===== src/qsmp_pkg.sv =====
// Shared constants and the controller state type for the quicksort core.
package qsmp_pkg;

   // Width of one element and default buffer depth.
   localparam int DATA_W       = 32;
   localparam int CAPACITY_DEF = 32;

   // Controller states: load, partition sequencer, range stack and drain.
   typedef enum logic [4:0] {
      ST_LOAD,
      ST_SORT_INIT,
      ST_POP,
      ST_POP_WAIT,
      ST_RD_MID,
      ST_RD_LO,
      ST_SWAP_MID,
      ST_SWAP_LO,
      ST_SCAN_RD,
      ST_SCAN_CMP,
      ST_SWAP_A,
      ST_SWAP_B,
      ST_FIN_RD,
      ST_FIN_A,
      ST_FIN_B,
      ST_PUSH_R,
      ST_PUSH_L,
      ST_OUT_RD,
      ST_OUT
   } state_type;

endpackage


===== src/quicksort_middle_pivot_core.sv =====
// Quicksort core: collects a set of signed values, sorts them in place, streams them out.
//
//   Channel | Ports                                         | Direction
//   --------+-----------------------------------------------+----------
//   request | req_valid, req_ready, req_value, req_last     | in
//   result  | rsp_valid, rsp_ready, rsp_sorted_value,       | out
//           | rsp_final_res, rsp_overflow                   |
//
// Loading accepts one request per cycle; the request flagged last starts the sort.
// Each range is set up with its middle element as pivot, scanned element by element with a swap
// only for two distinct entries, and closed by moving the pivot unless it stays at the front, all
// through the one element memory port. With the stack empty, results leave at one per cycle while
// rsp_ready is high; no request is taken until the final result of the run is accepted.
// Reset is synchronous and clears the controller and counts; a stall only delays the drain.
module quicksort_middle_pivot_core #(
   parameter int CAPACITY = qsmp_pkg::CAPACITY_DEF
) (
   input  logic                              clock,
   input  logic                              reset,
   input  logic                              req_valid,
   output logic                              req_ready,
   input  logic signed [qsmp_pkg::DATA_W-1:0] req_value,
   input  logic                              req_last,
   output logic                              rsp_valid,
   input  logic                              rsp_ready,
   output logic signed [qsmp_pkg::DATA_W-1:0] rsp_sorted_value,
   output logic                              rsp_final_res,
   output logic                              rsp_overflow
);
   import qsmp_pkg::*;

   localparam int IW = (CAPACITY > 1) ? $clog2(CAPACITY) : 1;
   localparam int NW = IW + 1;
   localparam int SW = 2 * IW;

   // Controller and run state.
   state_type state_ff, state_in;
   logic [NW-1:0] count_ff, count_in;
   logic          dropped_ff, dropped_in;
   logic [NW-1:0] top_ff, top_in;
   logic [IW-1:0] k_ff, k_in;

   // Partition working registers.
   logic [IW-1:0]       lo_ff, lo_in;
   logic [IW-1:0]       hi_ff, hi_in;
   logic [IW-1:0]       i_ff, i_in;
   logic [NW-1:0]       j_ff, j_in;
   logic [DATA_W-1:0]   pivot_ff, pivot_in;
   logic [DATA_W-1:0]   vj_ff, vj_in;

   // Element memory and range stack memory.
   logic [DATA_W-1:0] elem_mem [CAPACITY];
   logic [DATA_W-1:0] mem_rdata_ff;
   logic              mem_we;
   logic [IW-1:0]     mem_waddr, mem_raddr;
   logic [DATA_W-1:0] mem_wdata;

   logic [SW-1:0]     stack_mem [CAPACITY];
   logic [SW-1:0]     stk_rdata_ff;
   logic              stk_we;
   logic [IW-1:0]     stk_waddr, stk_raddr;
   logic [SW-1:0]     stk_wdata;

   // Derived index arithmetic.
   logic [NW-1:0] lo_x, hi_x, i_x, i_inc, j_inc, k_inc, top_dec, count_dec, mid_sum;
   logic [IW-1:0] mid_cur;
   logic          less, top_room, req_acc, rsp_acc, is_final;

   assign lo_x      = {1'b0, lo_ff};
   assign hi_x      = {1'b0, hi_ff};
   assign i_x       = {1'b0, i_ff};
   assign i_inc     = i_x + 1'b1;
   assign j_inc     = j_ff + 1'b1;
   assign k_inc     = {1'b0, k_ff} + 1'b1;
   assign top_dec   = top_ff - 1'b1;
   assign count_dec = count_ff - 1'b1;
   assign mid_sum   = lo_x + hi_x;
   assign mid_cur   = mid_sum[NW-1:1];
   assign less      = $signed(mem_rdata_ff) < $signed(pivot_ff);
   assign top_room  = top_ff < NW'(CAPACITY);
   assign req_acc   = req_valid && req_ready;
   assign rsp_acc   = rsp_valid && rsp_ready;
   assign is_final  = (k_inc == count_ff);

   // Port outputs are decoded from registers only, with no path from the inputs.
   assign req_ready        = (state_ff == ST_LOAD);
   assign rsp_valid        = (state_ff == ST_OUT);
   assign rsp_sorted_value = mem_rdata_ff;
   assign rsp_final_res    = is_final;
   assign rsp_overflow     = dropped_ff;

   // Next-state logic.
   always_comb begin
      state_in = state_ff;
      unique case (state_ff)
         ST_LOAD: begin
            if (req_acc && req_last) state_in = ST_SORT_INIT;
         end
         ST_SORT_INIT: begin
            state_in = (count_ff < NW'(2)) ? ST_OUT_RD : ST_POP;
         end
         ST_POP: begin
            state_in = (top_ff == '0) ? ST_OUT_RD : ST_POP_WAIT;
         end
         ST_POP_WAIT: state_in = ST_RD_MID;
         ST_RD_MID:   state_in = ST_RD_LO;
         ST_RD_LO:    state_in = ST_SWAP_MID;
         ST_SWAP_MID: state_in = ST_SWAP_LO;
         ST_SWAP_LO:  state_in = ST_SCAN_RD;
         ST_SCAN_RD: begin
            state_in = (j_ff > hi_x) ? ST_FIN_RD : ST_SCAN_CMP;
         end
         ST_SCAN_CMP: begin
            if (less && (i_inc != j_ff)) state_in = ST_SWAP_A;
            else state_in = ST_SCAN_RD;
         end
         ST_SWAP_A:   state_in = ST_SWAP_B;
         ST_SWAP_B:   state_in = ST_SCAN_RD;
         ST_FIN_RD: begin
            state_in = (i_ff == lo_ff) ? ST_PUSH_R : ST_FIN_A;
         end
         ST_FIN_A:    state_in = ST_FIN_B;
         ST_FIN_B:    state_in = ST_PUSH_R;
         ST_PUSH_R:   state_in = ST_PUSH_L;
         ST_PUSH_L:   state_in = ST_POP;
         ST_OUT_RD:   state_in = ST_OUT;
         ST_OUT: begin
            if (rsp_acc && is_final) state_in = ST_LOAD;
         end
         default:     state_in = ST_LOAD;
      endcase
   end

   // Datapath controls and register next values for each state.
   always_comb begin
      count_in   = count_ff;
      dropped_in = dropped_ff;
      top_in     = top_ff;
      k_in       = k_ff;
      lo_in      = lo_ff;
      hi_in      = hi_ff;
      i_in       = i_ff;
      j_in       = j_ff;
      pivot_in   = pivot_ff;
      vj_in      = vj_ff;
      mem_we     = 1'b0;
      mem_waddr  = lo_ff;
      mem_wdata  = pivot_ff;
      mem_raddr  = k_ff;
      stk_we     = 1'b0;
      stk_waddr  = top_ff[IW-1:0];
      stk_wdata  = {lo_ff, hi_ff};
      stk_raddr  = top_dec[IW-1:0];
      unique case (state_ff)
         ST_LOAD: begin
            // Store while there is room; otherwise drop and remember it.
            if (req_acc) begin
               if (count_ff < NW'(CAPACITY)) begin
                  mem_we    = 1'b1;
                  mem_waddr = count_ff[IW-1:0];
                  mem_wdata = req_value;
                  count_in  = count_ff + 1'b1;
               end else begin
                  dropped_in = 1'b1;
               end
            end
         end
         ST_SORT_INIT: begin
            // Push the whole buffer as the first range when it holds two or more elements.
            k_in = '0;
            if (count_ff >= NW'(2)) begin
               stk_we    = 1'b1;
               stk_waddr = '0;
               stk_wdata = {{IW{1'b0}}, count_dec[IW-1:0]};
               top_in    = NW'(1);
            end else begin
               top_in = '0;
            end
         end
         ST_POP: begin
            if (top_ff != '0) top_in = top_dec;
         end
         ST_POP_WAIT: begin
            lo_in = stk_rdata_ff[SW-1:IW];
            hi_in = stk_rdata_ff[IW-1:0];
         end
         ST_RD_MID: begin
            mem_raddr = mid_cur;
         end
         ST_RD_LO: begin
            pivot_in  = mem_rdata_ff;
            mem_raddr = lo_ff;
         end
         ST_SWAP_MID: begin
            // Old front element goes to the middle slot.
            mem_we    = 1'b1;
            mem_waddr = mid_cur;
            mem_wdata = mem_rdata_ff;
         end
         ST_SWAP_LO: begin
            // Pivot goes to the front; scan starts just after it.
            mem_we    = 1'b1;
            mem_waddr = lo_ff;
            mem_wdata = pivot_ff;
            i_in      = lo_ff;
            j_in      = lo_x + 1'b1;
         end
         ST_SCAN_RD: begin
            mem_raddr = j_ff[IW-1:0];
         end
         ST_SCAN_CMP: begin
            // A smaller element swaps with the first element not below the pivot.
            if (less) begin
               if (i_inc == j_ff) begin
                  i_in = i_inc[IW-1:0];
                  j_in = j_inc;
               end else begin
                  vj_in     = mem_rdata_ff;
                  mem_raddr = i_inc[IW-1:0];
               end
            end else begin
               j_in = j_inc;
            end
         end
         ST_SWAP_A: begin
            mem_we    = 1'b1;
            mem_waddr = j_ff[IW-1:0];
            mem_wdata = mem_rdata_ff;
         end
         ST_SWAP_B: begin
            mem_we    = 1'b1;
            mem_waddr = i_inc[IW-1:0];
            mem_wdata = vj_ff;
            i_in      = i_inc[IW-1:0];
            j_in      = j_inc;
         end
         ST_FIN_RD: begin
            mem_raddr = i_ff;
         end
         ST_FIN_A: begin
            // Swap the pivot into its final place: the element there goes to the front.
            mem_we    = 1'b1;
            mem_waddr = lo_ff;
            mem_wdata = mem_rdata_ff;
         end
         ST_FIN_B: begin
            mem_we    = 1'b1;
            mem_waddr = i_ff;
            mem_wdata = pivot_ff;
         end
         ST_PUSH_R: begin
            // Right part first, so the left part is handled first.
            if ((i_inc < hi_x) && top_room) begin
               stk_we    = 1'b1;
               stk_wdata = {i_inc[IW-1:0], hi_ff};
               top_in    = top_ff + 1'b1;
            end
         end
         ST_PUSH_L: begin
            if (((lo_x + 1'b1) < i_x) && top_room) begin
               stk_we    = 1'b1;
               stk_wdata = {lo_ff, i_ff - 1'b1};
               top_in    = top_ff + 1'b1;
            end
         end
         ST_OUT_RD: begin
            mem_raddr = k_ff;
         end
         ST_OUT: begin
            // Fetch the next element as soon as the current one is taken.
            if (rsp_acc) begin
               mem_raddr = k_inc[IW-1:0];
               if (is_final) begin
                  count_in   = '0;
                  dropped_in = 1'b0;
                  top_in     = '0;
                  k_in       = '0;
               end else begin
                  k_in = k_inc[IW-1:0];
               end
            end
         end
         default: begin
            count_in = count_ff;
         end
      endcase
   end

   // Control registers.
   always_ff @(posedge clock) begin
      if (reset) begin
         state_ff   <= ST_LOAD;
         count_ff   <= '0;
         dropped_ff <= 1'b0;
         top_ff     <= '0;
         k_ff       <= '0;
      end else begin
         state_ff   <= state_in;
         count_ff   <= count_in;
         dropped_ff <= dropped_in;
         top_ff     <= top_in;
         k_ff       <= k_in;
      end
   end

   // Partition working registers.
   always_ff @(posedge clock) begin
      lo_ff    <= lo_in;
      hi_ff    <= hi_in;
      i_ff     <= i_in;
      j_ff     <= j_in;
      pivot_ff <= pivot_in;
      vj_ff    <= vj_in;
   end

   // Element memory: one write port, one registered read port.
   always_ff @(posedge clock) begin
      if (mem_we) elem_mem[mem_waddr] <= mem_wdata;
      mem_rdata_ff <= elem_mem[mem_raddr];
   end

   // Range stack memory: one write port, one registered read port.
   always_ff @(posedge clock) begin
      if (stk_we) stack_mem[stk_waddr] <= stk_wdata;
      stk_rdata_ff <= stack_mem[stk_raddr];
   end

endmodule


===== config.mk =====
export PLATFORM = sky130hd
export DESIGN_NAME = quicksort_middle_pivot_core
export DESIGN_NICKNAME = d
export VERILOG_FILES = /design/src/qsmp_pkg.sv /design/src/quicksort_middle_pivot_core.sv
export SDC_FILE = /design/constraint.sdc
export NUM_CORES = 2
export LEC_CHECK = 0
export CORE_ASPECT_RATIO = 0.9
export CORE_MARGIN = 5
export CORE_UTILIZATION = 50
export CTS_CLUSTER_SIZE = 14
export DETAILED_ROUTE_END_ITERATION = 16
export DONT_BUFFER_PORTS = 1
export GPL_TIMING_DRIVEN = 0
export HOLD_SLACK_MARGIN = 0.1
export MAX_ROUTING_LAYER = met4
export SLEW_MARGIN = 40
export SYNTH_ARGS = -nofsm -noshare
export SYNTH_HDL_FRONTEND = slang
export SYNTH_SLANG_ARGS = --single-unit

===== constraint.sdc =====
create_clock -name clock -period 7.9 [get_ports clock]
set_input_delay 0.395 -clock clock [delete_from_list [all_inputs] [get_ports clock]]
set_output_delay 0.395 -clock clock [all_outputs]
set_load 0.01 [all_outputs]

==> out/qor.yml <==
floorplan:
  die_x_um: 377
  num_rows: 121
  start_util: 0.502
  ios: 73
  die_y_um: 340
  dieArea_mm2: 0.128
  core_area_mm2: 0.121
setup_path:
  timing.critical_path.from: "rsp_sorted_value[31]"
  crit_chain: "ha_1 -> nand4_1 -> nor4_2 -> nand3_1 -> o21a_1 -> a211oi_4 -> nor3_1 -> nor3_4 -> buf_2 -> clkbuf_1 -> nand2_1 -> nand3_1 -> nand4_1 -> nor4_2"
  critPathSlowestCell: "nor4_2"
  cp_max_fo: 10
  ff2ff_path_depth: 14
  cp.arrival_ns: 6.90
  slowest_delay_ns: 0.75
  required_ns: 8.49
  worstReg2RegStart: "rsp_sorted_value[31]"
  path_class: "reg2reg"
  end_kind: "flip-flop"
  critPathLaunchType: "flip-flop"
power:
  powerDensity_mw_per_mm2: 338
  peakVddDrop_mv: 0.165
  p_leak_nw: 23.9
global_routing:
  grt_antenna_before_repair: 6
  grt_pass1_vias: 35800
  grt_pass1_wl_um: 247000
  grt_remaining_overflow: 0
  grt.total_usage: 0.271
  grt_max_degree: 33
synth:
  synth-seq-area-share: 0.731
  ys_warn_count: 0
  ys.flop_type: "edfxtp_1"
  syn_avg_cell_area_um2: 14.1
  synth_seq_cells: 1494
  synthCells: 4277
  netlist_area_mm2: 0.0605
  synthesis.nets: 4373
  async_reset_ff_frac: 0
  synth_cell_types: 75
  synth-edff-count: 1429
sta:
  finalCritPeriodShare: 0.798
  worst_pin_slew_ns: 0.865
  setup-violations-final: 0
  fin_skew_ns: 0.0378
  finalCriticalPeriod_ns: 6.31
  setup_slack_ns: 1.59
  max_freq_ghz: 0.159
  slew_viol_final: 0
  rsz0062_at_grt: "no"
  timing.hold.ws_ns: 0.217
  slew_headroom: 0.423
  final_hold_viol_count: 0
placed_design:
  gp_congestion: 0.924
  portBuffers: 0
  pre_cts_ws_ns: 1.50
  placed_area_mm2: 0.0647
  hpwl_um: 121000
clocking:
  cts_sinks: 1494
  htreeDepth: 4
  clk_pin_slew_ns: 0.06
  cts_tree: "built"
  clockBufferDepth: 3
  cts_resized: 0
  clockRootBuffer: "clkbuf_16"
  numCtsBuffers: 152
  clk_latency_ns: 0.78
drt:
  routed_via_density: 5.97
  dr.first_iter.drc_count: 4971
  vias: 37700
  wl_per_cell_um: 26.9
  routed_wl_um: 170000
  post-route-drc-count: 0
  firstDrtPassIters: 9
  ant_nets: 0
final_layout:
  post-route-cell-area_mm2: 0.0696
  post-route-util: 0.578
  drive_gt1_frac: 0.170
  num-fill-cells: 9431
  layout.nets: 4685
  syn2layout_area_growth_pct: 15.2
min_path:
  worstHoldStart: "reset"
  hold_class: "in2reg"
  hold_depth: 2
outcome:
  status: "finished clean"
run:
  cap_violations: 0
final timing paths:
| kind | to | slack (ns) |
|---|---|---|
| worst min register to register | hi_ff[2] | 0.40 |
| worst max-delay path | rsp_sorted_value[6] | 1.59 |
| worst max register to register | rsp_sorted_value[6] | 1.59 |
| worst min-delay path | k_ff[4] | 0.22 |
layout make-up:
class                           instances  area (um^2)  share of cell area
Antenna cell                            2         5.00           0.0000719
Tap cell                             1599         2000              0.0287
Sequential cell                      1494        44200               0.635
Clock buffer                          202         4140              0.0594
Clock inverter                         83          795              0.0114
Buffer                                250         1160              0.0166
Multi-Input combinational cell       2468        15500               0.222
Timing Repair Buffer                  158         1620              0.0233
Inverter                               65          244             0.00350
registers in the layout (all words and copies together), names as in the netlist, 6 cells and up:
| signal | flops |
|---|---|
| count_ff | 6 |
| pivot_ff | 32 |
| stack_mem | 320 |
| vj_ff | 32 |
| j_ff | 6 |
| elem_mem | 1024 |
| stk_rdata_ff | 10 |
| rsp_sorted_value | 32 |
| top_ff | 6 |
layout by cell type (no fill, tap or decap), types with 13 or more instances in the layout:
cell type / synthesis / final
buf_16: 0 / 18
clkbuf_16: 0 / 155
nand4_1: 109 / 109
nand2b_1: 14 / 14
edfxtp_1: 1429 / 1429
o22ai_1: 38 / 35
buf_2: 101 / 172
nor4_2: 36 / 40
buf_8: 0 / 24
dfxtp_1: 65 / 65
a21oi_1: 176 / 175
clkinv_2: 0 / 29
mux2_2: 13 / 13
a222oi_1: 32 / 32
mux4_2: 100 / 100
nor2_2: 0 / 30
a22oi_1: 70 / 68
xor2_1: 19 / 19
inv_1: 64 / 63
nor3_1: 32 / 19
nor3_2: 1 / 13
clkinv_1: 0 / 27
xnor2_1: 30 / 30
clkbuf_1: 113 / 141
ha_1: 58 / 58
nand3_1: 421 / 420
nand2_2: 0 / 32
o21ai_0: 38 / 35
buf_4: 12 / 54
nor2_1: 100 / 54
nand2_1: 1030 / 998
nor2_4: 1 / 17
routing by layer:
layer  GRT usage  wire length [um]  vias to the layer above
met5           -                 0                        -
met2       0.384             74600                     1758
met4      0.0509              2410                        0
met3      0.0638             18400                      195
li1            -                 -                    16800
met1       0.409             74400                    19000
where the power goes:
| group | total, mW | switching, mW | internal [mW] | leakage, nW |
|---|---|---|---|---|
| combinational | 6.02 | 4.30 | 1.72 | 8.03 |
| clock | 7.09 | 3.02 | 4.07 | 2.42 |
| sequential | 10.4 | 0.337 | 10.1 | 13.4 |
synthesized netlist by cell type (10+ instances only):
cell | number | area share
a22oi_1 | 70 | 0.0087
nor3_1 | 32 | 0.0026
a21oi_1 | 176 | 0.015
buf_1 | 21 | 0.0013
nand3_1 | 421 | 0.035
a222oi_1 | 32 | 0.0053
nand4_1 | 109 | 0.011
buf_2 | 101 | 0.0084
mux2_2 | 13 | 0.0024
nand2_1 | 1030 | 0.064
mux4_2 | 100 | 0.037
nor2b_1 | 10 | 0.0010
a21o_1 | 12 | 0.0015
nor4_4 | 10 | 0.0035
inv_1 | 64 | 0.0040
ha_1 | 58 | 0.012
buf_4 | 12 | 0.0015
o22ai_1 | 38 | 0.0039
clkbuf_1 | 113 | 0.0070
nor4_2 | 36 | 0.0074
nand2b_1 | 14 | 0.0014
edfxtp_1 | 1429 | 0.71
dfxtp_1 | 65 | 0.022
nor2_1 | 100 | 0.0062
xnor2_1 | 30 | 0.0043
o21ai_0 | 38 | 0.0031
xor2_1 | 19 | 0.0028
worst max-delay path: cells and delay by family (launching register included):
kind,cells,cell delay (ns)
flip-flops,1,0.38
AO/OA/AOI/OAI,2,0.72
AND/OR/NAND/NOR,9,3.28
adder cells (fa/ha/maj),1,0.56
buffers and inverters,2,1.12
timing repair:
| item | 4_1_cts | 5_1_grt |
|---|---|---|
| hold buffers | 2 | 0 |
| setup buffers | 0 | 0 |
| endpoints found under the hold margin | 2 | 0 |
through the flow:
step	power, mW	instances	TNS (ns)
after global placement	16.1	5876	-603.36
final	23.5	6321	0
after detailed placement	16.5	6031	0
after global routing	24.4	6319	0
after CTS	23.5	6318	0
after floorplan	13.8	4277	0
cells by family (layout without fill, tap and decap cells):
kind of cell | count (synthesis) | after routing | share of synthesized area
AOI/OAI and AO/OA | 437 | 437 | 0.0482
xor gates and xnor gates | 50 | 50 | 0.00737
buffers and inverters | 315 | 758 | 0.0228
other | 0 | 2 | 0
adders and majority gates | 59 | 59 | 0.0123
DFF | 1494 | 1494 | 0.731
and+or+nand+nor | 1804 | 1804 | 0.138
muxes | 118 | 118 | 0.0405
Note: power is estimated with default switching activity, not from simulation.
